[config.mk]
export PLATFORM = sky130hd
export DESIGN_NAME = fcull_lane
export DESIGN_NICKNAME = d
export VERILOG_FILES = /design/src/design/assert_macros.svh /design/src/design/fcull_pkg.sv /design/src/design/fcull_lane.sv
export SDC_FILE = /design/constraint.sdc
export NUM_CORES = 2
export LEC_CHECK = 0
export ABC_AREA = 1
export BUFFER_PORTS_ARGS = -buffer_cell sky130_fd_sc_hd__buf_2
export CAP_MARGIN = 10
export CORE_AREA = 2 2 412 455
export DETAILED_ROUTE_END_ITERATION = 8
export DIE_AREA = 0 0 414 457
export SLEW_MARGIN = 10
export SYNTH_ARGS = -nofsm -noshare
export SYNTH_HDL_FRONTEND = slang
export SYNTH_SLANG_ARGS = --single-unit
[constraint.sdc]
create_clock -name clock -period 6.8 [get_ports clock]
set_clock_uncertainty 0.2 [all_clocks]
set_input_delay 0.68 -clock clock [delete_from_list [all_inputs] [get_ports clock]]
set_output_delay 0.68 -clock clock [all_outputs]
set_load 0.05 [all_outputs]
[src/design/assert_macros.svh]
// assertion macros shared by the frustum cull test rtl
// no dependencies; included by modules that carry assertions
`ifndef ASSERT_MACROS_SVH
`define ASSERT_MACROS_SVH

// checked on every rising clock edge, quiet while reset is high
`define FC_ASSERT(label, prop, msg) \
   label: assert property (@(posedge clock) disable iff (reset) prop) else $error(msg);

// checked on every rising clock edge, including during reset
`define FC_ASSERT_ALWAYS(label, prop, msg) \
   label: assert property (@(posedge clock) prop) else $error(msg);

`endif

[src/design/fcull_pkg.sv]
// frustum cull test package: widths, plane and object types, codes
// no dependencies; imported by every frustum cull module
`timescale 1ns / 1ps
`default_nettype none

package fcull_pkg;

   localparam int COORD_WIDTH    = 16;
   localparam int COEF_FRAC_BITS = 14;
   localparam int PLANE_COUNT    = 6;

   localparam int COEF_WIDTH  = 16;
   localparam int KIND_WIDTH  = 2;
   localparam int EXT_WIDTH   = COORD_WIDTH - 1;
   localparam int INDEX_WIDTH = 3;
   localparam int DATA_WIDTH  = 4 * COEF_WIDTH;

   // signed coefficient times signed coordinate
   localparam int PROD_WIDTH  = COORD_WIDTH + COEF_WIDTH;
   // unsigned extent times coefficient magnitude
   localparam int MAG_WIDTH   = COEF_WIDTH + 1;
   localparam int MPROD_WIDTH = EXT_WIDTH + MAG_WIDTH;
   // wide enough for distance plus margin with guard bits
   localparam int TERM_MAX    =
      (PROD_WIDTH >= COORD_WIDTH - 1 + COEF_FRAC_BITS) ?
         ((PROD_WIDTH >= COEF_WIDTH + COEF_FRAC_BITS) ? PROD_WIDTH
                                                      : COEF_WIDTH + COEF_FRAC_BITS) :
         ((COORD_WIDTH - 1 + COEF_FRAC_BITS >= COEF_WIDTH + COEF_FRAC_BITS) ?
            COORD_WIDTH - 1 + COEF_FRAC_BITS : COEF_WIDTH + COEF_FRAC_BITS);
   localparam int SUM_WIDTH   = TERM_MAX + 4;

   typedef enum logic [KIND_WIDTH-1:0] {
      KIND_POINT  = 2'd0,
      KIND_SPHERE = 2'd1,
      KIND_BOX    = 2'd2
   } kind_type;

   typedef enum logic [INDEX_WIDTH-1:0] {
      CSR_PLANE_LEFT   = 3'd0,
      CSR_PLANE_RIGHT  = 3'd1,
      CSR_PLANE_TOP    = 3'd2,
      CSR_PLANE_BOTTOM = 3'd3,
      CSR_PLANE_NEAR   = 3'd4,
      CSR_PLANE_FAR    = 3'd5
   } csr_index_type;

   typedef struct packed {
      logic [COEF_WIDTH-1:0] d0;
      logic [COEF_WIDTH-1:0] c;
      logic [COEF_WIDTH-1:0] b;
      logic [COEF_WIDTH-1:0] a;
   } plane_type;

   typedef struct packed {
      logic [KIND_WIDTH-1:0]  kind;
      logic [COORD_WIDTH-1:0] center_x;
      logic [COORD_WIDTH-1:0] center_y;
      logic [COORD_WIDTH-1:0] center_z;
      logic [EXT_WIDTH-1:0]   radius;
      logic [EXT_WIDTH-1:0]   half_x;
      logic [EXT_WIDTH-1:0]   half_y;
      logic [EXT_WIDTH-1:0]   half_z;
   } object_type;

   typedef struct packed {
      logic s1_en;
      logic s2_en;
   } pipe_ctl_type;

endpackage

`default_nettype wire

[src/design/fcull_lane.sv]
// frustum cull lane: distance and margin for one plane over two stages
// depends on fcull_pkg; pipeline enables come from the top level
`timescale 1ns / 1ps
`default_nettype none

module fcull_lane (
   input  wire logic                    clock,
   input  wire fcull_pkg::pipe_ctl_type ctl,
   input  wire fcull_pkg::plane_type    plane,
   input  wire fcull_pkg::object_type   obj,
   output      logic                    pass
);
   import fcull_pkg::*;

   logic signed [COORD_WIDTH-1:0] x, y, z;
   logic signed [COEF_WIDTH-1:0]  a, b, c, d0;
   logic signed [MAG_WIDTH-1:0]   a_ext, b_ext, c_ext;
   logic [MAG_WIDTH-1:0]          a_mag, b_mag, c_mag;

   // stage 1: products
   logic signed [PROD_WIDTH-1:0]  px_in, py_in, pz_in;
   logic signed [PROD_WIDTH-1:0]  px_ff, py_ff, pz_ff;
   logic [MPROD_WIDTH-1:0]        mx_in, my_in, mz_in;
   logic [MPROD_WIDTH-1:0]        mx_ff, my_ff, mz_ff;
   logic signed [COEF_WIDTH-1:0]  d0_ff;
   logic [KIND_WIDTH-1:0]         kind_ff;
   logic [EXT_WIDTH-1:0]          radius_ff;

   // stage 2: distance and margin
   logic signed [SUM_WIDTH-1:0]   d_in, m_in, d_ff, m_ff, total;

   always_comb begin
      x     = $signed(obj.center_x);
      y     = $signed(obj.center_y);
      z     = $signed(obj.center_z);
      a     = $signed(plane.a);
      b     = $signed(plane.b);
      c     = $signed(plane.c);
      d0    = $signed(plane.d0);
      a_ext = MAG_WIDTH'(a);
      b_ext = MAG_WIDTH'(b);
      c_ext = MAG_WIDTH'(c);
      a_mag = a[COEF_WIDTH-1] ? MAG_WIDTH'(-a_ext) : MAG_WIDTH'(a_ext);
      b_mag = b[COEF_WIDTH-1] ? MAG_WIDTH'(-b_ext) : MAG_WIDTH'(b_ext);
      c_mag = c[COEF_WIDTH-1] ? MAG_WIDTH'(-c_ext) : MAG_WIDTH'(c_ext);
      px_in = x * a;
      py_in = y * b;
      pz_in = z * c;
      mx_in = MPROD_WIDTH'(obj.half_x) * MPROD_WIDTH'(a_mag);
      my_in = MPROD_WIDTH'(obj.half_y) * MPROD_WIDTH'(b_mag);
      mz_in = MPROD_WIDTH'(obj.half_z) * MPROD_WIDTH'(c_mag);
   end

   always_ff @(posedge clock) begin
      if (ctl.s1_en) begin
         px_ff     <= px_in;
         py_ff     <= py_in;
         pz_ff     <= pz_in;
         mx_ff     <= mx_in;
         my_ff     <= my_in;
         mz_ff     <= mz_in;
         d0_ff     <= d0;
         kind_ff   <= obj.kind;
         radius_ff <= obj.radius;
      end
   end

   always_comb begin
      d_in = SUM_WIDTH'(px_ff) + SUM_WIDTH'(py_ff) + SUM_WIDTH'(pz_ff)
           + (SUM_WIDTH'(d0_ff) <<< COEF_FRAC_BITS);
      case (kind_ff)
         KIND_SPHERE: m_in = SUM_WIDTH'(radius_ff) << COEF_FRAC_BITS;
         KIND_BOX:    m_in = SUM_WIDTH'(mx_ff) + SUM_WIDTH'(my_ff) + SUM_WIDTH'(mz_ff);
         default:     m_in = '0;
      endcase
   end

   always_ff @(posedge clock) begin
      if (ctl.s2_en) begin
         d_ff <= d_in;
         m_ff <= m_in;
      end
   end

   // on the plane counts as inside
   assign total = d_ff + m_ff;
   assign pass  = ~total[SUM_WIDTH-1];

endmodule

`default_nettype wire

# --- Word level (Yosys, flattened, before mapping) ---
# Index checks and enable logic that the tools add are counted.
classes:
  n_addsub: 9
  n_mul: 6
  eq_ne: 2
  n_mux: 4
  bitwise_logic: 1
ops:
  columns: ["op", "count"]
  rows:
  - ["15-bit by 17-bit multiplier with 32-bit output", 3]
  - ["16-bit by 16-bit multiplier with 32-bit output", 3]
  - ["33-bit by 32-bit adder with 34-bit output", 2]
  - ["34-bit case mux with 2 select lines", 1]
  - ["32-bit by 32-bit adder with 33-bit output", 2]
  - ["17-bit 2-to-1 mux", 3]
  - ["16-bit negator with 17-bit output", 3]
  - ["36-bit adder", 1]
  - ["34-bit by 30-bit adder with 35-bit output", 1]
  - ["2-bit by 1-bit equality test with 1-bit output, second input constant", 1]
  - ["2-bit equality test, second input constant", 1]
  - ["1-bit inverter", 1]
totals:
  regBits: 297
  inputBits: 177
  out_inout_bits: 1
  word_cells: 33

# --- Depth between registers and ports, before layout ---
depth:
  depth_word: 3
  depth_mapped: 33
  depth_no_buf: 32

# --- Least setup slack after synthesis ---
# OpenSTA, ideal clock, no wires.
synth_path:
  kind: "in2reg"
  start: "input plane[17] (netlist name)"
  end: "register my_ff[31] (data pin)"
  setup_time_ns: 0.260
  arrival_time_ns: 6.295
  t_required_ns: 6.340
  slack_ns: 0.045
  stages: 30
  path_buffers: 2
  cell_sequence: "buf_6 > inv_2 > ha_1 > inv_1 > nor3_4 > nand3_2 > o21ai_2 > nand2_1 > or2_0 > buf_2 > nand2_4 > nor2_1 > fa_1 > inv_1 > fa_1 > inv_1 > fa_1 > fa_1 > fa_1 > inv_1 > fa_1 > inv_1 > ha_1 > nand2_1 > nand2_1 > a31oi_1 > nand3_1 > nand3_1 > nand2_1 > xor2_1"
synth_between:
  elab_chain_len: 3
synth_lines:
  columns: ["element", "line", "source"]
  rows:
  - ["from (decl)", "fcull_lane.sv:9", "input wire fcull_pkg::plane_type plane,"]
  - ["16-bit negator with 17-bit output", "fcull_lane.sv:44", "b_mag = b[COEF_WIDTH-1] ? MAG_WIDTH'(-b_ext) : MAG_WIDTH'(b_ext);"]
  - ["17-bit 2-to-1 mux *", "fcull_lane.sv:44", null]
  - ["15-bit by 17-bit multiplier with 32-bit output *", "fcull_lane.sv:50", "my_in = MPROD_WIDTH'(obj.half_y) * MPROD_WIDTH'(b_mag);"]
  - ["net my_in[31]", "fcull_lane.sv:23", "logic [MPROD_WIDTH-1:0] mx_in, my_in, mz_in;"]
  - ["to (signal assigned)", "fcull_lane.sv:60", "my_ff <= my_in;"]
  - ["to (decl)", "fcull_lane.sv:24", "logic [MPROD_WIDTH-1:0] mx_ff, my_ff, mz_ff;"]
# The timed path passes the listed nets; every way through them passes the cells marked *.
# A chain may end at the register's enable or synchronous reset.

# --- Final worst setup path ---
layout_path:
  start: "input plane[32] (netlist name)"
  end: "register mz_ff[24] (data pin)"
layout_between:
  elab_chain_len: 3
layout_lines:
  columns: ["element", "line", "source"]
  rows:
  - ["16-bit negator with 17-bit output", "fcull_lane.sv:45", "c_mag = c[COEF_WIDTH-1] ? MAG_WIDTH'(-c_ext) : MAG_WIDTH'(c_ext);"]
  - ["17-bit 2-to-1 mux *", "fcull_lane.sv:45", null]
  - ["15-bit by 17-bit multiplier with 32-bit output *", "fcull_lane.sv:51", "mz_in = MPROD_WIDTH'(obj.half_z) * MPROD_WIDTH'(c_mag);"]
  - ["net mz_in[24]", "fcull_lane.sv:23", null]
  - ["to (signal assigned)", "fcull_lane.sv:61", "mz_ff <= mz_in;"]
  - ["to (decl)", "fcull_lane.sv:24", null]
# Marks and branches as above.

==> results.sh <==
export IMPL_postCtsSetupBuffers=0
export IMPL_htree_levels=2
export IMPL_async_flop_share_pct=0
export IMPL_grt_util_all_layers_pct=23.2
export IMPL_grt_overflow=0
export IMPL_ant_nets=0
export IMPL_syn_inst=8875
export IMPL_finish_net_count=11745
export IMPL_num_vias=58787
export IMPL_hold_class="in -> reg"
export IMPL_routedWlPerCell_um=18.1
export IMPL_final_hold_violation_count=0
export IMPL_fillers=18432
export IMPL_coreArea_mm2=0.185
export IMPL_fp_row_count=166
export IMPL_antenna_found_initial=29
export IMPL_ys_seq_area_share_pct=12.0
export IMPL_ctsHoldBuffers=0
export IMPL_max_slew_margin_pct=38.3
export IMPL_crit_type="in -> reg"
export IMPL_clock_root_buffer="clkbuf_16"
export IMPL_drt_total_wl_mm=216
export IMPL_final_area_mm2=0.0826
export IMPL_clk_path_buf_depth=3
export IMPL_tightest_slew_ns=0.926
export IMPL_drive_gt1_share_pct=10.3
export IMPL_fin_crit_ns=6.54
export IMPL_cts_tree="yes"
export IMPL_clock_latency_ns=0.58
export IMPL_cap_violations=0
export IMPL_cts_resized=0
export IMPL_fp_dieArea_mm2=0.189
export IMPL_status="finished clean"
export IMPL_port_buffers=177
export IMPL_first_pass_iters=6
export IMPL_numCtsBuffers=38
export IMPL_yosys_warnings=0
export IMPL_place_area_mm2=0.0810
export IMPL_cp_max_fo=5
export IMPL_drc=0
export IMPL_drv_slew=0
export IMPL_fin_setup_tns_ns=0
export IMPL_syn_area_mm2=0.0736
export IMPL_ys_flop_type="edfxtp_1"
export IMPL_ys_ff_latch=294
export IMPL_dr_first_iter_drc_count=3874
export IMPL_dp_hpwl_mm=191
export IMPL_globalplace_congestion=0.986
export IMPL_min_period_over_period_pct=96.2
export IMPL_crit_arrival_ns=6.64
export IMPL_ios=178
export IMPL_area_delta_synth_final_pct=12.2
export IMPL_clkTransAtPathRegs_ns=0.06
export IMPL_synth_edff_count=294
export IMPL_setup_violations=0
export IMPL_synth_area_per_cell_um2=8.29
export IMPL_grt_pass1_vias=62747
export IMPL_end_kind="flip-flop"
export IMPL_critPathLaunchType="primary input"
export IMPL_clock_sinks=294
export IMPL_grt_max_degree=132
export IMPL_grt_pass1_wl_mm=346
export IMPL_rsz0062_at_grt="yes"
export IMPL_die_w_um=414
export IMPL_die_h_um=457
export IMPL_max_freq_ghz=0.153
export IMPL_cp_required_ns=6.90
export IMPL_viasPerCell=4.92
export IMPL_start_util_pct=39.8
export IMPL_synthDistinctLibCells=53
metrics by stage:
step | util [%] | setup slack (ns) | std cells | hold WS [ns]
2_1_floorplan | - | 0.0449 | 8918 | 0.374
3_3_place_gp | 43.8 | -0.430 | 11866 | 0.402
3_5_place_dp | 43.8 | -0.438 | 11866 | 0.411
4_1_cts | 44.5 | 0.144 | 11933 | 0.0356
5_1_grt | 44.7 | -0.0363 | 11949 | 0.0513
6_report | 44.7 | 0.261 | 11957 | 0.0683
worst paths after layout:
check	startpoint	to	slack (ns)	cells past startpoint
hold / removal	plane[58]	d0_ff[10]	0.07	1
setup / recovery	plane[32]	mz_ff[24]	0.26	27
hold reg to reg	radius_ff[7]	m_ff[21]	0.42	2
setup reg to reg	px_ff[18]	d_ff[34]	3.17	11
routing by layer:
layer / track usage [%] / wire length (um) / vias up
li1: - / - / 27504
met1: 29.8 / 89300 / 29443
met2: 41.4 / 109000 / 1521
met3: 1.58 / 8790 / 319
met4: 7.89 / 8600 / 0
met5: 0 / 0 / -
area by class of cell:
type / count / area, um2 / area share, %
diodes: 24 / 60.1 / 0.0727
inverters: 2359 / 8880 / 10.7
clock inverters: 25 / 240 / 0.291
flip-flops and latches: 294 / 8830 / 10.7
multi-input cells: 6043 / 55400 / 67.1
clock buffers: 42 / 966 / 1.17
repair buffers: 734 / 5150 / 6.24
well taps: 2436 / 3050 / 3.69
placed cells by master (no fill, tap or decap), drive strengths merged, types with 3 or more instances in the layout:
cell	Yosys	final
clkinv	20	34
nand3b	8	8
clkinvlp	0	5
edfxtp	294	294
nand3	248	248
conb	2	45
clkbuf	170	42
inv	2339	2344
diode	0	24
o211ai	23	23
o21a	9	9
nor4	7	7
ha	648	648
xor2	146	146
nor2	738	738
and2	5	5
nand4	82	82
a21oi	325	325
buf	52	734
fa	1450	1450
xnor2	56	56
or2	49	49
a31oi	16	16
a21boi	16	16
and3	4	4
nor3	58	58
o31ai	3	3
nand2	1852	1852
o21ai	171	171
o21bai	44	44
a21o	33	33
registers in the layout, summed over array words and instances (netlist names):
name and flops:
px_ff 32, radius_ff 15, kind_ff 2, d_ff 35, py_ff 32, mx_ff 32, d0_ff 16, my_ff 32
mz_ff 32, m_ff 34, pz_ff 32
kinds of logic (layout without fill, tap and decap cells):
group | Yosys count | after routing | synth area share [%]
buffers and inverters | 2581 | 3160 | 13.3
adder cells (fa/ha/maj) | 2098 | 2098 | 50.5
AO/OA/AOI/OAI | 642 | 642 | 4.86
flip-flops | 294 | 294 | 12.0
XOR/XNOR | 202 | 202 | 2.40
other | 2 | 69 | 0.0102
AND/OR/NAND/NOR | 3056 | 3056 | 17.0
worst max-delay path: stages:
cell      delay [ns]
buf_2           0.11
inv_2           0.05
ha_2            0.18
nand4_1         0.22
nor3_2          0.20
xor2_1          0.17
nand2_1         0.10
o21ai_4         0.12
buf_4           0.18
nor2_1          0.05
fa_1            0.55
inv_1           0.05
fa_1            0.47
inv_1           0.05
fa_1            0.48
fa_1            0.50
fa_1            0.49
inv_1           0.05
fa_1            0.54
inv_1           0.07
ha_1            0.33
a21oi_1         0.23
o21ai_0         0.17
buf_4           0.18
a21oi_1         0.13
o211ai_1        0.12
xor2_1          0.16
synth_stat cells (all sizes together), types with 2 or more instances:
| cell type | instances | area (um2) |
|---|---|---|
| and2 | 5 | 31.3 |
| o31ai | 3 | 22.5 |
| nor4 | 7 | 58.8 |
| ha | 648 | 8110 |
| nand2 | 1852 | 6990 |
| o21ai | 171 | 871 |
| a31oi | 16 | 100 |
| clkinv | 20 | 80.1 |
| a21boi | 16 | 120 |
| clkbuf | 170 | 638 |
| o21a | 9 | 67.6 |
| conb | 2 | 7.51 |
| o211ai | 23 | 173 |
| nor3 | 58 | 335 |
| o21bai | 44 | 330 |
| nand3b | 8 | 60.1 |
| a21oi | 325 | 1630 |
| and3 | 4 | 25.0 |
| nand3 | 248 | 1310 |
| xnor2 | 56 | 490 |
| or2 | 49 | 307 |
| nor2 | 738 | 2830 |
| edfxtp | 294 | 8830 |
| xor2 | 146 | 1280 |
| inv | 2339 | 8790 |
| nand4 | 82 | 513 |
| buf | 52 | 284 |
| or3 | 2 | 12.5 |
| nand2b | 2 | 12.5 |
| a21o | 33 | 248 |
| fa | 1450 | 29000 |
Power is left out: the tool's default activity adds up to more than one toggle a clock period on the data nets, which glitch-free logic cannot reach.
