$ cat config.mk
export PLATFORM = sky130hd
export DESIGN_NAME = fcull_planes
export DESIGN_NICKNAME = d
export VERILOG_FILES = /design/src/design/assert_macros.svh /design/src/design/fcull_pkg.sv /design/src/design/fcull_planes.sv
export SDC_FILE = /design/constraint.sdc
export NUM_CORES = 1
export LEC_CHECK = 0
export BUFFER_PORTS_ARGS = -buffer_cell sky130_fd_sc_hd__buf_4
export CAP_MARGIN = 20
export CORE_AREA = 2 2 174 176
export DETAILED_ROUTE_END_ITERATION = 6
export DIE_AREA = 0 0 176 178
export MAX_ROUTING_LAYER = met4
export PLACE_DENSITY = 0.76
export SLEW_MARGIN = 20
export SYNTH_ARGS = -nofsm -noshare
export SYNTH_HDL_FRONTEND = slang
export SYNTH_SLANG_ARGS = --single-unit
$ cat constraint.sdc
create_clock -name clock -period 1.8 [get_ports clock]
set_clock_uncertainty 0.05 [all_clocks]
set_input_delay 0.27 -clock clock [delete_from_list [all_inputs] [get_ports clock]]
set_output_delay 0.27 -clock clock [all_outputs]
set_load 0.1 [all_outputs]
$ cat src/design/assert_macros.svh
// assertion macros shared by the frustum cull test rtl
// no dependencies; included by modules that carry assertions
`ifndef ASSERT_MACROS_SVH
`define ASSERT_MACROS_SVH

// checked on every rising clock edge, quiet while reset is high
`define FC_ASSERT(label, prop, msg) \
   label: assert property (@(posedge clock) disable iff (reset) prop) else $error(msg);

// checked on every rising clock edge, including during reset
`define FC_ASSERT_ALWAYS(label, prop, msg) \
   label: assert property (@(posedge clock) prop) else $error(msg);

`endif

$ cat src/design/fcull_pkg.sv
// frustum cull test package: widths, plane and object types, codes
// no dependencies; imported by every frustum cull module
`timescale 1ns / 1ps
`default_nettype none

package fcull_pkg;

   localparam int COORD_WIDTH    = 16;
   localparam int COEF_FRAC_BITS = 14;
   localparam int PLANE_COUNT    = 6;

   localparam int COEF_WIDTH  = 16;
   localparam int KIND_WIDTH  = 2;
   localparam int EXT_WIDTH   = COORD_WIDTH - 1;
   localparam int INDEX_WIDTH = 3;
   localparam int DATA_WIDTH  = 4 * COEF_WIDTH;

   // signed coefficient times signed coordinate
   localparam int PROD_WIDTH  = COORD_WIDTH + COEF_WIDTH;
   // unsigned extent times coefficient magnitude
   localparam int MAG_WIDTH   = COEF_WIDTH + 1;
   localparam int MPROD_WIDTH = EXT_WIDTH + MAG_WIDTH;
   // wide enough for distance plus margin with guard bits
   localparam int TERM_MAX    =
      (PROD_WIDTH >= COORD_WIDTH - 1 + COEF_FRAC_BITS) ?
         ((PROD_WIDTH >= COEF_WIDTH + COEF_FRAC_BITS) ? PROD_WIDTH
                                                      : COEF_WIDTH + COEF_FRAC_BITS) :
         ((COORD_WIDTH - 1 + COEF_FRAC_BITS >= COEF_WIDTH + COEF_FRAC_BITS) ?
            COORD_WIDTH - 1 + COEF_FRAC_BITS : COEF_WIDTH + COEF_FRAC_BITS);
   localparam int SUM_WIDTH   = TERM_MAX + 4;

   typedef enum logic [KIND_WIDTH-1:0] {
      KIND_POINT  = 2'd0,
      KIND_SPHERE = 2'd1,
      KIND_BOX    = 2'd2
   } kind_type;

   typedef enum logic [INDEX_WIDTH-1:0] {
      CSR_PLANE_LEFT   = 3'd0,
      CSR_PLANE_RIGHT  = 3'd1,
      CSR_PLANE_TOP    = 3'd2,
      CSR_PLANE_BOTTOM = 3'd3,
      CSR_PLANE_NEAR   = 3'd4,
      CSR_PLANE_FAR    = 3'd5
   } csr_index_type;

   typedef struct packed {
      logic [COEF_WIDTH-1:0] d0;
      logic [COEF_WIDTH-1:0] c;
      logic [COEF_WIDTH-1:0] b;
      logic [COEF_WIDTH-1:0] a;
   } plane_type;

   typedef struct packed {
      logic [KIND_WIDTH-1:0]  kind;
      logic [COORD_WIDTH-1:0] center_x;
      logic [COORD_WIDTH-1:0] center_y;
      logic [COORD_WIDTH-1:0] center_z;
      logic [EXT_WIDTH-1:0]   radius;
      logic [EXT_WIDTH-1:0]   half_x;
      logic [EXT_WIDTH-1:0]   half_y;
      logic [EXT_WIDTH-1:0]   half_z;
   } object_type;

   typedef struct packed {
      logic s1_en;
      logic s2_en;
   } pipe_ctl_type;

endpackage

`default_nettype wire

$ cat src/design/fcull_planes.sv
// frustum cull plane registers: six 64-bit planes written by the csr port
// depends on fcull_pkg
`timescale 1ns / 1ps
`default_nettype none

module fcull_planes (
   input  wire logic                                         clock,
   input  wire logic                                         reset,
   input  wire logic                                         wr_en,
   input  wire logic [fcull_pkg::INDEX_WIDTH-1:0]            wr_index,
   input  wire logic [fcull_pkg::DATA_WIDTH-1:0]             wr_data,
   output      fcull_pkg::plane_type [fcull_pkg::PLANE_COUNT-1:0] planes
);
   import fcull_pkg::*;

   plane_type [PLANE_COUNT-1:0] planes_ff;
   plane_type [PLANE_COUNT-1:0] planes_in;

   always_comb begin
      planes_in = planes_ff;
      if (wr_en) begin
         unique case (wr_index)
            CSR_PLANE_LEFT:   planes_in[0] = plane_type'(wr_data);
            CSR_PLANE_RIGHT:  planes_in[1] = plane_type'(wr_data);
            CSR_PLANE_TOP:    planes_in[2] = plane_type'(wr_data);
            CSR_PLANE_BOTTOM: planes_in[3] = plane_type'(wr_data);
            CSR_PLANE_NEAR:   planes_in[4] = plane_type'(wr_data);
            CSR_PLANE_FAR:    planes_in[5] = plane_type'(wr_data);
            default:          planes_in = planes_ff;
         endcase
      end
   end

   always_ff @(posedge clock) begin
      if (reset) begin
         planes_ff <= '0;
      end else begin
         planes_ff <= planes_in;
      end
   end

   assign planes = planes_ff;

endmodule

`default_nettype wire

Yosys cells after proc, flatten, opt, wreduce, memory -nomap -nowiden
Cells that the tools add are included.
{"block": "totals", "ff_bits": 384, "latchBits": 0, "ram_bits": 0, "rom_bits": 0, "input_bits": 70, "output_inout_bits": 384, "word_cells": 36, "mem_count": 0}
{"block": "op_classes", "add_sub_neg": 0, "n_mul": 0, "n_div": 0, "n_lt_le_gt_ge": 0, "eq_ne": 5, "shift": 0, "muxes": 0, "bitwise": 0, "n_reduce_logical": 7}
{"op": "AND reduction 2 bit", "n": 6}
{"op": "equality test 3 x 2 -> 1 bit, second input constant", "n": 2}
{"op": "equality test 3 bit, second input constant", "n": 2}
{"op": "equality test 3 x 1 -> 1 bit, second input constant", "n": 1}
{"op": "logical NOT 3 bit", "n": 1}

Logic depth before layout (Yosys ltp)
Gate-level depths: netlist (run 1).
{"block": "logic_depth", "word_depth": 2, "ltp_mapped": 5, "ltp_nobuf": 2}

Worst setup path before layout (run 1)
Ideal clock, no wire load.
{"block": "synth_timing", "kind": "input -> register", "start": "input wr_index[0] (netlist name)", "end": "register planes_ff (netlist bit planes[53])", "setup_ns": 0.124, "arrival_time_ns": 1.171, "required_time_ns": 1.626, "path_slack_ns": 0.455, "cell_stages": 4, "path_buffers": 2, "path_cell_list": "or4b_1 > clkbuf_2 > buf_6 > mux2i_1"}
{"block": "synth_between", "elab_chain_len": 2}
{"element": "from (decl)", "line_no": "fcull_planes.sv:10", "source": "input wire logic [fcull_pkg::INDEX_WIDTH-1:0] wr_index,"}
{"element": "logical NOT 3 bit", "line_no": "fcull_planes.sv:22", "source": "unique case (wr_index)"}
{"element": "AND reduction 2 bit (no source line)"}
{"element": "to (signal assigned)", "line_no": "fcull_planes.sv:38", "source": "planes_ff <= planes_in;"}
{"element": "to (decl)", "line_no": "fcull_planes.sv:16", "source": "plane_type [PLANE_COUNT-1:0] planes_ff;"}
No other way between the ends.
A chain may end at the register's enable or synchronous reset.

Worst setup path after layout (run 1)
{"block": "layout_timing", "start": "register planes_ff (netlist bit planes[159])", "end": "output planes[159] (netlist name)"}
{"element": "to (decl)", "line_no": "fcull_planes.sv:12", "source": "output fcull_pkg::plane_type [fcull_pkg::PLANE_COUNT-1:0] planes"}
No word-level cell between the ends.

==> qor.csv, run 1 <==
stage,metric,value,unit
sta,rsz0062_at_grt,false,
sta,fin_tns_setup,0,ns
clocking,htree_levels,2,
worst_setup_path,cp-start-kind,flop,
cells_and_area,n_fill_cell,2282,
synth,synth_cell_types,13,
global_route,grt_pass1_vias,10700,
floorplanning,rows,63,
sta,hold_viol,0,
power_and_ir_drop,max-vdd-ir-drop,0.763,mV
floorplanning,die-area,0.0313,mm^2
power_and_ir_drop,p_switching,5330,uW
worst_setup_path,crit_arrival,1.27,ns
floorplanning,chipHeight,178,um
sta,fin_ws,0.207,ns
floorplanning,boundaryPins,454,
sta,tightest_slew,0.701,ns
global_route,grt_use_total,0.273,
worst_setup_path,r2r_start,planes[335],
route,drtAntennaViolNets,0,
clocking,clk_latency,0.51,ns
place,place_congestion,0.805,
synth,avgSynthCellArea,11.3,um^2
cells_and_area,nets,1822,
synth,synth_fp_nets,1387,
min_path,holdCritStartpoint,wr_data[41],
sta,hold-worst-slack,0.0783,ns
place,place_worst_setup_slack,0.218,ns
cells_and_area,syn2layout_area_growth,34.8,%
min_path,hold_class,input pin to flop,
synth,synth_seq_cells,384,
worst_setup_path,critPathBufInv,1,
power_and_ir_drop,sw_frac_of_total,0.278,
clocking,post-cts-setup-buffers,0,
place,dpl.cell_count,2100,
power_and_ir_drop,power_frac_seq,0.459,
worst_setup_path,crit_fanout,2,
place,port_buffers,453,
worst_setup_path,slowest_stage,dfxtp_1,
worst_setup_path,critPathLaunch,planes[159],
cells_and_area,largest_reg_flops,384,
power_and_ir_drop,power_density,958,mW/mm^2
global_route,grt_max_degree,61,
status,status,completed,
clocking,hold_buffers,0,
route,via_count,10900,
power_and_ir_drop,p_leak,0.0102,uW
cells_and_area,final_cells,2168,
cells_and_area,regArea,0.00769,mm^2
sta,slew_headroom,0.533,
floorplanning,start_util,0.505,
clocking,clock-sinks,384,
global_route,grt.overflow.total,0,
job,max-cap-violations,0,
route,wirelength,43100,um
synth,ys_warn_count,0,
worst_setup_path,slowest_delay,0.40,ns
clocking,cts_tree,done,
clocking,ctsRootBufferMaster,clkbuf_16,
floorplanning,core_area,0.0294,mm^2
route,vias_per_cell,5.04,
worst_setup_path,path_cells,buf_4,
power_and_ir_drop,clkPwrFrac,0.399,
clocking,cts_resized,0,
cells_and_area,drive_gt1_frac,0.306,
clocking,clk_pin_slew,0.06,ns
sta,post-route-period-util,0.885,
place,dp_hpwl,30200,um
sta,min_period,1.59,ns
sta,setup_viol,0,
worst_setup_path,end_kind,output port,
route,wire_per_inst,19.9,um
power_and_ir_drop,p_int,13800,uW
worst_setup_path,required,1.48,ns
global_route,grt_pass1_wl,64000,um
synth,seq_area_frac_synth,0.518,
sta,fmax,0.628,GHz
floorplanning,fp.dieW,176,um
route,drt_pass1_iterations,5,
cells_and_area,multi_input_area,0.00678,mm^2
global_route,antenna_found_initial,3,
route,drt_iter0_markers,474,
synth,synthCells,1317,
route,drc,0,
clocking,clk_path_buf_depth,3,
worst_setup_path,cp_top_family,flip-flops,
synth,syn_area,0.0148,mm^2
clocking,cts_buffers,40,
worst_setup_path,path_class,flop to output port,
power_and_ir_drop,pwr-share-comb,0.142,
sta,slew_viol_final,0,
[cells by family (layout without fill, tap and decap cells)]
| logic type | Yosys count | after routing | share of synthesized area |
|---|---|---|---|
| muxes | 384 | 384 | 0.259 |
| and+or+nand+nor | 456 | 456 | 0.194 |
| DFF | 384 | 384 | 0.518 |
| other | 0 | 3 | 0 |
| buffers and inverters | 93 | 551 | 0.0285 |
[path summary, 6_finish.rpt]
check,end,slack (ns),cells after the start
setup / recovery,planes[159],0.21,1
hold / removal,planes[169],0.08,3
setup reg to reg,planes[335],1.07,2
hold reg to reg,planes[267],0.42,2
[cell usage in the layout (no fill, tap or decap)]
| cell | instances |
|---|---|
| clkbuf_8 | 7 |
| diode_2 | 3 |
| nor4b_2 | 1 |
| buf_4 | 469 |
| nand4bb_4 | 3 |
| and4bb_2 | 1 |
| nand4b_1 | 2 |
| or4b_1 | 1 |
| buf_12 | 16 |
| dfxtp_1 | 384 |
| nand2b_1 | 448 |
| clkbuf_16 | 41 |
| clkinv_2 | 5 |
| clkinvlp_4 | 1 |
| mux2i_1 | 384 |
| clkbuf_1 | 12 |
[power by group through the flow]
stage	registers (uW)	logic, uW	clock network [uW]
5_1_grt	8810	2810	8090
2_1_floorplan	10300	659	0
4_1_cts	8800	2730	7780
3_5_place_dp	8980	2730	0
6_report	8800	2720	7640
3_3_place_gp	8970	2710	0
[layer usage]
layer	wire, um	track usage
met2	19800	0.428
met4	1800	0.107
met5	0	-
met3	3960	0.0906
met1	17600	0.325
[area by class of cell]
type                       count  share of cell area
tap                          390              0.0244
antenna                        3            0.000375
clock inverter                 6             0.00163
clock buffer                  59              0.0577
timing repair buffer         486               0.193
multi-input combinational    840               0.339
sequential                   384               0.384
[synth_stat cells]
cell,n,area share
nor4b_1,1,0.00059
and4bb_2,1,0.00084
nand4bb_1,3,0.0023
mux2i_1,384,0.26
clkbuf_1,49,0.012
nand2b_1,448,0.19
buf_2,37,0.012
or4b_1,1,0.00067
buf_6,1,0.00076
dfxtp_1,384,0.52
buf_4,5,0.0025
nand4b_1,2,0.0012
clkbuf_2,1,0.00034
[stage by stage]
stage          total power, uW  utilization  area, um^2
2_1_floorplan            11000            -       14800
3_3_place_gp             11700        0.640       18800
3_5_place_dp             11700        0.640       18800
4_1_cts                  19300        0.680       20000
5_1_grt                  19700        0.680       20000
6_report                 19200        0.680       20000
Note: power is estimated with default switching activity, not from simulation.
==> inputs of run 2 (changes only) <==
CELL_PAD_IN_SITES_DETAIL_PLACEMENT = 1   (was not set)
CELL_PAD_IN_SITES_GLOBAL_PLACEMENT = 1   (was not set)
CORE_AREA = not set   (was 2 2 174 176)
CORE_ASPECT_RATIO = 1.4   (was not set)
CORE_UTILIZATION = 39   (was not set)
DIE_AREA = not set   (was 0 0 176 178)
==> run 2 against run 1 <==
Net effect:
- sequential cell count is the same
- sequential share of layout area decreased by 0.37 points
- power grew 2.2%
==> qor.csv, run 2 (same netlist as run 1, synthesis figures left out) <==
stage,metric,value,unit,change
status,status,completed,,
sta,hold_viol,0,,unchanged
sta,rsz0062_at_grt,false,,
sta,min_period,1.55,ns,-0.0427 ns
route,drtAntennaViolNets,0,,unchanged
clocking,cts_resized,0,,unchanged
worst_setup_path,reg2reg_depth,2,,unchanged
floorplanning,rows,84,,+33%
route,wire_per_inst,20.8,um,+4.4%
cells_and_area,nets,1826,,+0.22%
floorplanning,start_util,0.395,,-0.109
global_route,grt_pass1_wl,70800,um,+11%
sta,post-route-period-util,0.861,,-0.0237
job,max-cap-violations,0,,unchanged
route,vias_per_cell,4.93,,-2.0%
worst_setup_path,path_class,flop to output port,,
floorplanning,core_area,0.0375,mm^2,+28%
cells_and_area,drive_gt1_frac,0.311,,+0.00441
global_route,antenna_found_initial,1,,-2
place,placed_cell_area,0.0189,mm^2,+0.69%
clocking,post-cts-setup-buffers,0,,unchanged
place,dp_hpwl,33400,um,+11%
power_and_ir_drop,max-vdd-ir-drop,0.789,mV,+3.4%
worst_setup_path,critPathBufInv,1,,unchanged
min_path,worstHoldEndpoint,planes[131],,
cells_and_area,largest_reg_flops,384,,unchanged
clocking,clk_path_buf_depth,3,,unchanged
route,wirelength,46900,um,+8.6%
worst_setup_path,end_kind,output port,,
clocking,cts_tree,done,,
worst_setup_path,worst-path-stages,1,,unchanged
place,place_congestion,0.808,,+0.34%
worst_setup_path,path_cells,buf_4,,
route,via_count,11100,,+2.0%
global_route,use_met1,0.255,,-0.0703
global_route,grt_use_total,0.244,,-0.0287
worst_setup_path,rrSetupSlack,1.09,ns,+0.02 ns
min_path,hold_class,input pin to flop,,
sta,setup_viol,0,,unchanged
sta,slew_viol_final,0,,unchanged
sta,fmax,0.645,GHz,+2.8%
clocking,clk_pin_slew,0.06,ns,about the same
cells_and_area,final_cell_mix,"buf_4, nand2b_1, mux2i_1, dfxtp_1, clkbuf_16",,
worst_setup_path,slowest_delay,0.37,ns,-0.03 ns
power_and_ir_drop,power_density,969,mW/mm^2,+1.2%
clocking,clock-sinks,384,,unchanged
sta,tightest_slew,0.647,ns,-0.0541 ns
worst_setup_path,required,1.48,ns,about the same
worst_setup_path,timing.rr.end,planes[94],,
global_route,busiest_layer,met2,,
cells_and_area,final_area,0.0202,mm^2,+0.96%
sta,fin_tns_setup,0,ns,unchanged
route,drt_iter0_markers,377,,-20%
floorplanning,boundaryPins,454,,unchanged
power_and_ir_drop,p_total,19600,uW,+2.2%
sta,hold-worst-slack,0.0725,ns,-0.00572 ns
worst_setup_path,slowest_stage,dfxtp_1,,
power_and_ir_drop,p_leak,0.0103,uW,+0.57%
cells_and_area,final_common_cell,buf_4,,
global_route,grt_max_degree,56,,-8.2%
sta,slew_headroom,0.569,,+0.0360
clocking,cts_buffers,39,,-2.5%
floorplanning,fp.dieW,167,um,-5.2%
route,drc,0,,unchanged
clocking,hold_buffers,0,,unchanged
cells_and_area,syn2layout_area_growth,36.1,%,
min_path,holdCritStartpoint,wr_data[3],,
route,drt_pass1_iterations,4,,-1
min_path,whs_path_depth,3,,unchanged
cells_and_area,final_cells,2256,,+4.1%
global_route,grt.overflow.total,0,,unchanged
global_route,met2_usage,0.426,,-0.00242
worst_setup_path,crit_arrival,1.23,ns,-0.04 ns
worst_setup_path,cp-start-kind,flop,,
place,dpl.cell_count,2188,,+4.2%
floorplanning,die-area,0.0388,mm^2,+24%
clocking,clk_latency,0.52,ns,about the same
global_route,grt_util_met3,0.0572,,-0.0334
worst_setup_path,cp_top_family,flip-flops,,
place,port_buffers,453,,unchanged
global_route,grt_pass1_vias,11900,,+11%
floorplanning,chipHeight,233,um,+31%
worst_setup_path,crit_fanout,2,,unchanged
clocking,htree_levels,2,,unchanged
worst_setup_path,r2r_start,planes[94],,
clocking,ctsRootBufferMaster,clkbuf_16,,
-- run 2: cell types whose count changed in the layout (fill, tap and decap cells not counted), moves of 2 or more --
cell,previous run,this run
buf_4,469,475
bufinv_16,0,2
clkbuf_1,12,9
diode_2,3,1
inv_6,0,2
-- run 2: area by class of cell --
cell class	instances	area (um^2)
Fill cell	4009	17300
Sequential cell	384	7690
Multi-Input combinational cell	840	6780
Timing Repair Buffer	491	3880
Clock buffer	56	1130
Tap cell	473	592
Clock inverter	11	124
Antenna cell	1	2.50
-- run 2: tightest hold or removal path, stage by stage --
cell and delay, ns:
buf_4 0.08, nand2b_1 0.13, mux2i_1 0.14
-- run 2: per-layer routing --
metal,vias up,wire length [um]
met3,117,2800
met5,-,0
met1,5432,17900
met2,362,23600
li1,5221,-
met4,0,2570
-- run 2: power by group --
| group | internal, uW | leakage, uW | switching, uW | total, uW |
|---|---|---|---|---|
| Sequential | 8690 | 0.00311 | 107 | 8790 |
| Combinational | 739 | 0.00654 | 2000 | 2740 |
| Clock | 4670 | 0.000622 | 3380 | 8050 |
| Total | 14100 | 0.0103 | 5480 | 19600 |
-- run 2: metrics by stage --
step / utilization / setup slack [ns]
finish: 0.538 / 0.250
global route: 0.538 / 0.214
CTS: 0.538 / 0.220
detailed placement: 0.505 / 0.182
global placement: 0.505 / 0.213
floorplan: - / 0.455
-- run 2: worst max-delay path by stage --
| stage | start | to | slack (ns) |
|---|---|---|---|
| floorplan | wr_index[0] | planes[53] | 0.45 |
| global placement | wr_en | planes[343] | 0.21 |
| detailed placement | wr_index[1] | planes[347] | 0.18 |
| CTS | planes[127] | planes[127] | 0.22 |
| global route | planes[127] | planes[127] | 0.21 |
| finish | planes[127] | planes[127] | 0.25 |
